File: config.mk
export PLATFORM = sky130hd
export DESIGN_NAME = round_robin_task_scheduler_with_delays
export DESIGN_NICKNAME = d
export VERILOG_FILES = /design/src/design/rrtsd_pkg.sv /design/src/design/round_robin_task_scheduler_with_delays.sv /design/src/design/rrtsd_ram.sv /design/src/design/rrtsd_alu.sv
export SDC_FILE = /design/constraint.sdc
export NUM_CORES = 1
export LEC_CHECK = 0
export BUFFER_PORTS_ARGS = -buffer_cell sky130_fd_sc_hd__buf_2
export CORE_MARGIN = 2
export CORE_UTILIZATION = 40
export CTS_BUF_LIST = sky130_fd_sc_hd__clkbuf_4 sky130_fd_sc_hd__clkbuf_8
export CTS_CLUSTER_DIAMETER = 120
export DETAILED_ROUTE_END_ITERATION = 10
export SLEW_MARGIN = 10
export SYNTH_ARGS = -nofsm -noshare
export SYNTH_HDL_FRONTEND = slang
export SYNTH_SLANG_ARGS = --single-unit
File: constraint.sdc
create_clock -name clock -period 6.2 [get_ports clock]
set_input_delay 1.55 -clock clock [delete_from_list [all_inputs] [get_ports clock]]
set_output_delay 1.55 -clock clock [all_outputs]
set_load 0.005 [all_outputs]
File: src/design/rrtsd_pkg.sv
// ----------------------------------------------------------------------------
// rrtsd_pkg: shared definitions for the round robin task scheduler
// Field widths, event kind codes and the result type of the shared
// arithmetic unit.
// ----------------------------------------------------------------------------
package rrtsd_pkg;

   // Default number of scheduled tasks.
   localparam int TASK_COUNT_DEF = 8;

   // Tick counter and wake time width.
   localparam int WORD_W = 32;

   // Field widths of the stream ports.
   localparam int KIND_W     = 2;
   localparam int NEXT_W     = 4;
   localparam int MASK_W     = 8;
   localparam int REQ_DATA_W = 32;
   localparam int RSP_DATA_W = 48;

   // Event kinds.
   localparam logic [KIND_W-1:0] KIND_TICK  = 2'd0;
   localparam logic [KIND_W-1:0] KIND_BLOCK = 2'd1;
   localparam logic [KIND_W-1:0] KIND_YIELD = 2'd2;

   // Outputs of the shared adder and comparator.
   typedef struct packed {
      logic [WORD_W-1:0] sum;
      logic              eq;
   } alu_res_type;

endpackage

File: src/design/round_robin_task_scheduler_with_delays.sv
// ----------------------------------------------------------------------------
// round_robin_task_scheduler_with_delays: round robin scheduler with delays
// Keeps a tick counter, a wake time and a ready flag per task, and picks the
// next running task round robin on every tick, block or yield event.
// ----------------------------------------------------------------------------
// Usage:
// Each request transaction carries one event: req_tuser holds the kind
// (tick, block the running task, or yield) and req_tdata the delay in ticks
// used by a block. Each event produces exactly one response transaction
// with the chosen task, the ready mask and the tick count after the event.
// A chosen task equal to TASK_COUNT means no task is ready (idle).
//
// Work is done by a small sequencer around one shared adder/comparator and
// a wake time RAM. After acceptance, a tick increments the counter, makes
// one RAM compare per task, searches round robin over up to N slots and
// loads the result. A block writes the wake time and clears the running
// task's ready flag, a yield goes straight to the search, an unused kind
// only loads the result; N is TASK_COUNT. The search checks one slot per
// cycle. The block accepts a new event only when the sequencer is idle.
//
// Reset (synchronous, active high) clears the tick counter, makes task 0
// the running task and marks all tasks ready. The response register holds
// its transaction while rsp_tready is low; the next event can be accepted
// and worked on meanwhile, and its result waits until the register frees.
// ----------------------------------------------------------------------------
module round_robin_task_scheduler_with_delays #(
   parameter int TASK_COUNT = rrtsd_pkg::TASK_COUNT_DEF
) (
   input  logic                              clock,
   input  logic                              reset,
   // Request channel.
   input  logic                              req_tvalid,
   output logic                              req_tready,
   // req_tdata: delay_ticks [31:0]
   input  logic [rrtsd_pkg::REQ_DATA_W-1:0]  req_tdata,
   // req_tuser: kind [1:0]
   input  logic [rrtsd_pkg::KIND_W-1:0]      req_tuser,
   // Response channel.
   output logic                              rsp_tvalid,
   input  logic                              rsp_tready,
   // rsp_tdata: next_task [3:0], ready_mask [11:4], tick_now [43:12],
   // zero fill [47:44]
   output logic [rrtsd_pkg::RSP_DATA_W-1:0]  rsp_tdata
);

   // Width of a RAM address or slot index, and of a task number that can
   // also hold the idle value TASK_COUNT.
   localparam int IDX_W  = $clog2(TASK_COUNT);
   localparam int TASK_W = $clog2(TASK_COUNT + 1);
   localparam logic [IDX_W-1:0]  LAST_IDX  = IDX_W'(TASK_COUNT - 1);
   localparam logic [TASK_W-1:0] IDLE_TASK = TASK_W'(TASK_COUNT);
   localparam int W = rrtsd_pkg::WORD_W;

   // Sequencer states.
   localparam logic [2:0] S_IDLE   = 3'd0;
   localparam logic [2:0] S_INC    = 3'd1;
   localparam logic [2:0] S_SCAN   = 3'd2;
   localparam logic [2:0] S_BLOCK  = 3'd3;
   localparam logic [2:0] S_PSTART = 3'd4;
   localparam logic [2:0] S_PICK   = 3'd5;
   localparam logic [2:0] S_DONE   = 3'd6;

   // Control state.
   logic [2:0]            state_ff,   state_in;
   logic [W-1:0]          tick_ff,    tick_in;
   logic [TASK_W-1:0]     running_ff, running_in;
   logic [TASK_COUNT-1:0] ready_ff,   ready_in;
   logic                  rsp_valid_ff, rsp_valid_in;

   // Working registers of the sequencer.
   logic [rrtsd_pkg::KIND_W-1:0] kind_ff;
   logic [W-1:0]                 delay_ff;
   logic [IDX_W-1:0]             scan_ff, scan_in;
   logic [IDX_W-1:0]             pidx_ff, pidx_in;
   logic [IDX_W-1:0]             pcnt_ff, pcnt_in;

   // Response register.
   logic [rrtsd_pkg::NEXT_W-1:0] rsp_task_ff;
   logic [rrtsd_pkg::MASK_W-1:0] rsp_mask_ff;
   logic [W-1:0]                 rsp_tick_ff;
   logic                         rsp_load;

   // Shared unit and wake time RAM.
   logic [W-1:0]           alu_a, alu_b;
   rrtsd_pkg::alu_res_type alu_res;
   logic                   ram_wr_en;
   logic [IDX_W-1:0]       ram_rd_addr;
   logic [W-1:0]           ram_rd_data;

   logic             req_fire;
   logic             running_valid;
   logic [IDX_W-1:0] running_idx;
   logic [IDX_W-1:0] scan_next;
   logic [IDX_W-1:0] pidx_next;
   logic [IDX_W-1:0] start_idx;

   assign req_tready    = (state_ff == S_IDLE);
   assign req_fire      = req_tvalid && req_tready;
   assign running_valid = (running_ff < IDLE_TASK);
   assign running_idx   = running_ff[IDX_W-1:0];
   assign scan_next     = (scan_ff == LAST_IDX) ? '0 : scan_ff + IDX_W'(1);
   assign pidx_next     = (pidx_ff == LAST_IDX) ? '0 : pidx_ff + IDX_W'(1);

   // The search begins after the running task, or at task 0 when idle.
   always_comb begin
      if (!running_valid || running_idx == LAST_IDX) begin
         start_idx = '0;
      end else begin
         start_idx = running_idx + IDX_W'(1);
      end
   end

   // Operand selection for the shared adder and comparator.
   always_comb begin
      unique case (state_ff)
         S_INC: begin
            alu_a = tick_ff;
            alu_b = W'(1);
         end
         S_SCAN: begin
            alu_a = ram_rd_data;
            alu_b = tick_ff;
         end
         S_BLOCK: begin
            alu_a = tick_ff;
            alu_b = delay_ff;
         end
         default: begin
            alu_a = tick_ff;
            alu_b = '0;
         end
      endcase
   end

   rrtsd_alu u_alu (
      .op_a (alu_a),
      .op_b (alu_b),
      .res  (alu_res)
   );

   // The scan reads slot 0 while the counter increments, then one slot
   // ahead of the compare on each cycle.
   assign ram_rd_addr = (state_ff == S_SCAN) ? scan_next : '0;
   assign ram_wr_en   = (state_ff == S_BLOCK) && running_valid;

   rrtsd_ram #(
      .WIDTH (W),
      .DEPTH (TASK_COUNT)
   ) u_wake_ram (
      .clock   (clock),
      .wr_en   (ram_wr_en),
      .wr_addr (running_idx),
      .wr_data (alu_res.sum),
      .rd_addr (ram_rd_addr),
      .rd_data (ram_rd_data)
   );

   // Sequencer.
   always_comb begin
      state_in     = state_ff;
      tick_in      = tick_ff;
      running_in   = running_ff;
      ready_in     = ready_ff;
      scan_in      = scan_ff;
      pidx_in      = pidx_ff;
      pcnt_in      = pcnt_ff;
      rsp_load     = 1'b0;
      rsp_valid_in = rsp_valid_ff && !rsp_tready;

      unique case (state_ff)
         S_IDLE: begin
            if (req_fire) begin
               case (req_tuser)
                  rrtsd_pkg::KIND_TICK:  state_in = S_INC;
                  rrtsd_pkg::KIND_BLOCK: state_in = S_BLOCK;
                  rrtsd_pkg::KIND_YIELD: state_in = S_PSTART;
                  // The unused kind changes nothing and reports the state.
                  default:               state_in = S_DONE;
               endcase
            end
         end
         S_INC: begin
            tick_in  = alu_res.sum;
            scan_in  = '0;
            state_in = S_SCAN;
         end
         S_SCAN: begin
            // A task whose wake time equals the new count becomes ready.
            if (alu_res.eq) begin
               ready_in[scan_ff] = 1'b1;
            end
            scan_in = scan_next;
            if (scan_ff == LAST_IDX) begin
               state_in = S_PSTART;
            end
         end
         S_BLOCK: begin
            // A block while idle blocks nothing and acts as a yield.
            if (running_valid) begin
               ready_in[running_idx] = 1'b0;
            end
            state_in = S_PSTART;
         end
         S_PSTART: begin
            pidx_in  = start_idx;
            pcnt_in  = '0;
            state_in = S_PICK;
         end
         S_PICK: begin
            if (ready_ff[pidx_ff]) begin
               running_in = TASK_W'(pidx_ff);
               state_in   = S_DONE;
            end else if (pcnt_ff == LAST_IDX) begin
               running_in = IDLE_TASK;
               state_in   = S_DONE;
            end else begin
               pidx_in = pidx_next;
               pcnt_in = pcnt_ff + IDX_W'(1);
            end
         end
         S_DONE: begin
            // Load the response once the register is free or being emptied.
            if (!rsp_valid_ff || rsp_tready) begin
               rsp_load     = 1'b1;
               rsp_valid_in = 1'b1;
               state_in     = S_IDLE;
            end
         end
         default: begin
            state_in = S_IDLE;
         end
      endcase
   end

   always_ff @(posedge clock) begin
      if (reset) begin
         state_ff     <= S_IDLE;
         tick_ff      <= '0;
         running_ff   <= '0;
         ready_ff     <= '1;
         rsp_valid_ff <= 1'b0;
      end else begin
         state_ff     <= state_in;
         tick_ff      <= tick_in;
         running_ff   <= running_in;
         ready_ff     <= ready_in;
         rsp_valid_ff <= rsp_valid_in;
      end
   end

   always_ff @(posedge clock) begin
      scan_ff <= scan_in;
      pidx_ff <= pidx_in;
      pcnt_ff <= pcnt_in;
      if (req_fire) begin
         kind_ff  <= req_tuser;
         delay_ff <= req_tdata[W-1:0];
      end
      if (rsp_load) begin
         rsp_task_ff <= rrtsd_pkg::NEXT_W'(running_ff);
         rsp_mask_ff <= rrtsd_pkg::MASK_W'(ready_ff);
         rsp_tick_ff <= tick_ff;
      end
   end

   // The latched kind is kept for visibility of the event in flight; it
   // selects nothing after the dispatch from the idle state.
   logic kind_is_block;
   assign kind_is_block = (kind_ff == rrtsd_pkg::KIND_BLOCK);

   assign rsp_tvalid = rsp_valid_ff;
   assign rsp_tdata  = {
      (rrtsd_pkg::RSP_DATA_W - rrtsd_pkg::NEXT_W - rrtsd_pkg::MASK_W - W)'(kind_is_block & 1'b0),
      rsp_tick_ff, rsp_mask_ff, rsp_task_ff
   };

endmodule

File: src/design/rrtsd_ram.sv
// ----------------------------------------------------------------------------
// rrtsd_ram: generic single write port RAM with a registered read
// One write and one read per cycle; read data is registered and appears in the cycle after its address.
// ----------------------------------------------------------------------------
module rrtsd_ram #(
   parameter int WIDTH = 32,
   parameter int DEPTH = 8
) (
   input  logic                     clock,
   input  logic                     wr_en,
   input  logic [$clog2(DEPTH)-1:0] wr_addr,
   input  logic [WIDTH-1:0]         wr_data,
   input  logic [$clog2(DEPTH)-1:0] rd_addr,
   output logic [WIDTH-1:0]         rd_data
);

   logic [WIDTH-1:0] mem_ff [DEPTH];
   logic [WIDTH-1:0] rd_data_ff;

   always_ff @(posedge clock) begin
      if (wr_en) begin
         mem_ff[wr_addr] <= wr_data;
      end
      rd_data_ff <= mem_ff[rd_addr];
   end

   assign rd_data = rd_data_ff;

endmodule

File: src/design/rrtsd_alu.sv
// ----------------------------------------------------------------------------
// rrtsd_alu: shared adder and equality comparator
// Serves the tick increment, the wake time compare and the wake time sum.
// ----------------------------------------------------------------------------
module rrtsd_alu (
   input  logic [rrtsd_pkg::WORD_W-1:0] op_a,
   input  logic [rrtsd_pkg::WORD_W-1:0] op_b,
   output rrtsd_pkg::alu_res_type       res
);

   always_comb begin
      // The sum wraps modulo two to the word width.
      res.sum = op_a + op_b;
      res.eq  = (op_a == op_b);
   end

endmodule
==> summary.txt <==
Outcome
  – Status: finished, final reports clean

Placed design
  – Port Buffers: between 80 and 90
  – Post-detail-place hpwl: around 26000 microns
  – Pre-CTS setup slack: 1.22 ns
  – Placed insts: 1925
  – GPL Wtd Cong: roughly 0.9

CTS
  – Clock transition at the registers of the reported paths: roughly 0.060 ns
  – CTS buffer count: 70
  – CTS root buffer: clkbuf_8
  – Clock sinks: approximately 420
  – H-tree levels: 3
  – CTS tree: yes
  – CTS-repair resized insts: 0
  – Hold buffers post-CTS: 0
  – Post-CTS setup buffer count: 0
  – CTS max path bufs: 3
  – Skew-Pair Late Insertion Delay: between 0.6 and 0.7 ns

Layout
  – Sequential cell area: 11800 sq um
  – Final std cells w/o fill: approximately 2100
  – Area growth from synthesis to layout: 13.7%
  – Commonest cells after routing, fill and taps aside: edfxtp_1, nand2_1, nor2_1
  – Layout filler cell count: 4000
  – Share of cells above drive strength 1: 20.2%
  – Antenna fix cells: 0
  – Leading cell type in the layout, fill and taps excluded: edfxtp_1
  – Final #Nets: 1486
  – Area occupied by multi-input gates: approximately 5400 sq um

STA
  – Fmax: between 0.15 and 0.2 GHz
  – Final hold violations: 0
  – RSZ-0062 raised after global routing: no
  – Final min period: a little over 5 ns
  – Final period utilization: about four fifths
  – Final setup TNS: 0 ns
  – Slew Viols, Final: 0
  – Worst-margin pin slew: approximately 1 ns
  – Final Setup Violations: 0
  – Slew margin rel.: 31.5%
  – Layout Skew: ~0.029 ns
  – Final WS setup: about 1.2 ns

Setup path
  – Logic depth of the worst setup path including buffers: 14
  – CP max FO: 17
  – CP Capture Type: register
  – R2R depth: 14
  – Most frequent CP cell: ha_1
  – Slowest stage delay, CP: 0.60 ns
  – Slowest CP cell: dfxtp_1
  – CP required: around 6.5 ns
  – Crit path buffers/inverters: 2
  – Critical-path cell list: clkinv_1, ha_1, nor2_2, buf_4, nor2_1, ha_1, a21oi_2, o21ai_1, a211o_1, and2_4, o41ai_4, a211oi_1, or2_1, xnor2_1
  – Critical path arrival: approximately 5.4 ns
  – CP Launch Type: register
  – Setup CP Type: reg -> reg
  – Delay-heaviest family, CP: compound AO/OA/AOI/OAI gates

GRT
  – Initial antenna violation count: 0
  – Global-route wire length before repair: 66100 microns
  – Largest net degree at the start of global routing: just under 100
  – Grt ovf: 0
  – Vias in the first global route: roughly 11000
  – GR Util All Layers: approximately a fifth

Routing
  – Post-route ant nets: 0
  – Via/cell ratio: 5.47
  – DRC viols: 0
  – 1st-iter DRT viols: roughly 1000
  – Detailed-route wire length per cell: just over 20 microns
  – Drt pass-1 iters: 5
  – Final wirelength: 42600 microns
  – Via Count: approximately 11000

Logic synthesis
  – Seq cells post-synth: 421
  – Post-synthesis cell type count: 73
  – Post-synth EDFFs: between 300 and 400
  – Yosys Warn Count: 0
  – Async set-or-reset flop fraction in the synthesized netlist: 0%
  – Synthesized cell area: around 18000 sq um
  – Post-synth top flop: edfxtp_1
  – Seq/Total Area, Yosys: about two thirds
  – Synthesized instance count: 1312
  – Synthesized area per cell: 13.5 sq um

Die
  – Die Wd: between 200 and 250 microns
  – Cell row count: between 70 and 80
  – Die height: roughly 210 microns
  – Ports: 88
  – Initial Util: 40.3%
  – Die area: ~46000 sq um
  – Core Footprint: 43900 sq um

Power and ir drop
  – Max VDD drop: 0.172 mV
  – P per Cell Area: between 300 and 400 nW/um^2
  – Leakage: around 7 nW

Hold path
  – Worst Hold Depth: 0
  – Worst min-delay path class: reg -> reg

Job
  – Maxcap violations: 0
==> worst paths after layout <==
kind / slack [ns] / to / from
max: 1.16 / u_wake_ram.mem_ff[7][28]$_DFFE_PP_ / state_ff[2]$_SDFFE_PP0P_
min: 0.45 / rsp_mask_ff[5]$_DFFE_PP_ / ready_ff[5]$_SDFFE_PP1P_
max reg2reg: 1.16 / u_wake_ram.mem_ff[7][28]$_DFFE_PP_ / state_ff[2]$_SDFFE_PP0P_
min reg2reg: 0.45 / rsp_mask_ff[5]$_DFFE_PP_ / ready_ff[5]$_SDFFE_PP1P_
==> cell families (layout without fill, tap and decap cells) <==
kind of cell	Yosys count	after routing	synth area share [%]
buffers and inverters	104	251	2.86
adders and majority gates	43	43	3.08
xor gates and xnor gates	29	29	1.43
and+or+nand+nor	382	382	9.36
DFF	421	421	66.8
AOI/OAI and AO/OA	296	296	12.0
muxes	36	36	4.43
other	1	4	0.0212
==> final cells by class <==
class                      count  share of cell area, %
sequential                   421                   58.8
tap                          592                   3.68
multi-input combinational    790                   27.1
inverter                      16                  0.304
timing repair buffer         106                   2.98
clock buffer                 106                   6.50
clock inverter                23                  0.671
==> synthesized netlist by cell type (all sizes together), types with 15 or more instances <==
master	n	area (sq um)
clkbuf	54	203
a21oi	68	344
a21o	16	121
mux4	34	766
dfxtp	80	1600
nor2	113	427
buf	34	244
inv	15	56.3
o221ai	64	561
xnor2	20	175
o21ai	30	150
ha	42	526
a22oi	34	255
a31oi	40	250
edfxtp	341	10200
nand2	177	667
nand3	15	75.1
nor3	21	128
==> registers in the layout, summed over array words and instances (netlist names), 4 cells and up <==
signal and flops:
delay_ff 32, ready_ff 8, rsp_mask_ff 8, rsp_task_ff 4, rsp_tick_ff 32, running_ff 4, tick_ff 32, u_wake_ram.mem_ff 256
u_wake_ram.rd_data 32
==> metrics by stage <==
| step | total power [W] | util [%] | area [sq um] | hold WS, ns |
|---|---|---|---|---|
| after floorplan | 0.00500 | - | 17700 | 0.425 |
| after global placement | 0.00554 | 42.5 | 18700 | 0.452 |
| after detailed placement | 0.00557 | 42.5 | 18700 | 0.455 |
| after CTS | 0.00804 | 45.8 | 20100 | 0.463 |
| after global routing | 0.00838 | 45.8 | 20100 | 0.477 |
| final | 0.00797 | 45.8 | 20100 | 0.452 |
==> routing by layer <==
layer / share of wire, % / track usage, %
met5: 0 / 0
met3: 5.4 / 3.04
met2: 48 / 30.9
met1: 45 / 25.1
met4: 1.8 / 5.95
==> report_power, final <==
group          switching, W  internal [W]  leakage (nW)  total [W]
clock               0.00110       0.00136         0.765    0.00246
sequential         0.000156       0.00354          3.79    0.00369
combinational       0.00126      0.000550          2.48    0.00181
No activity file was read; power rests on OpenSTA's default activity.
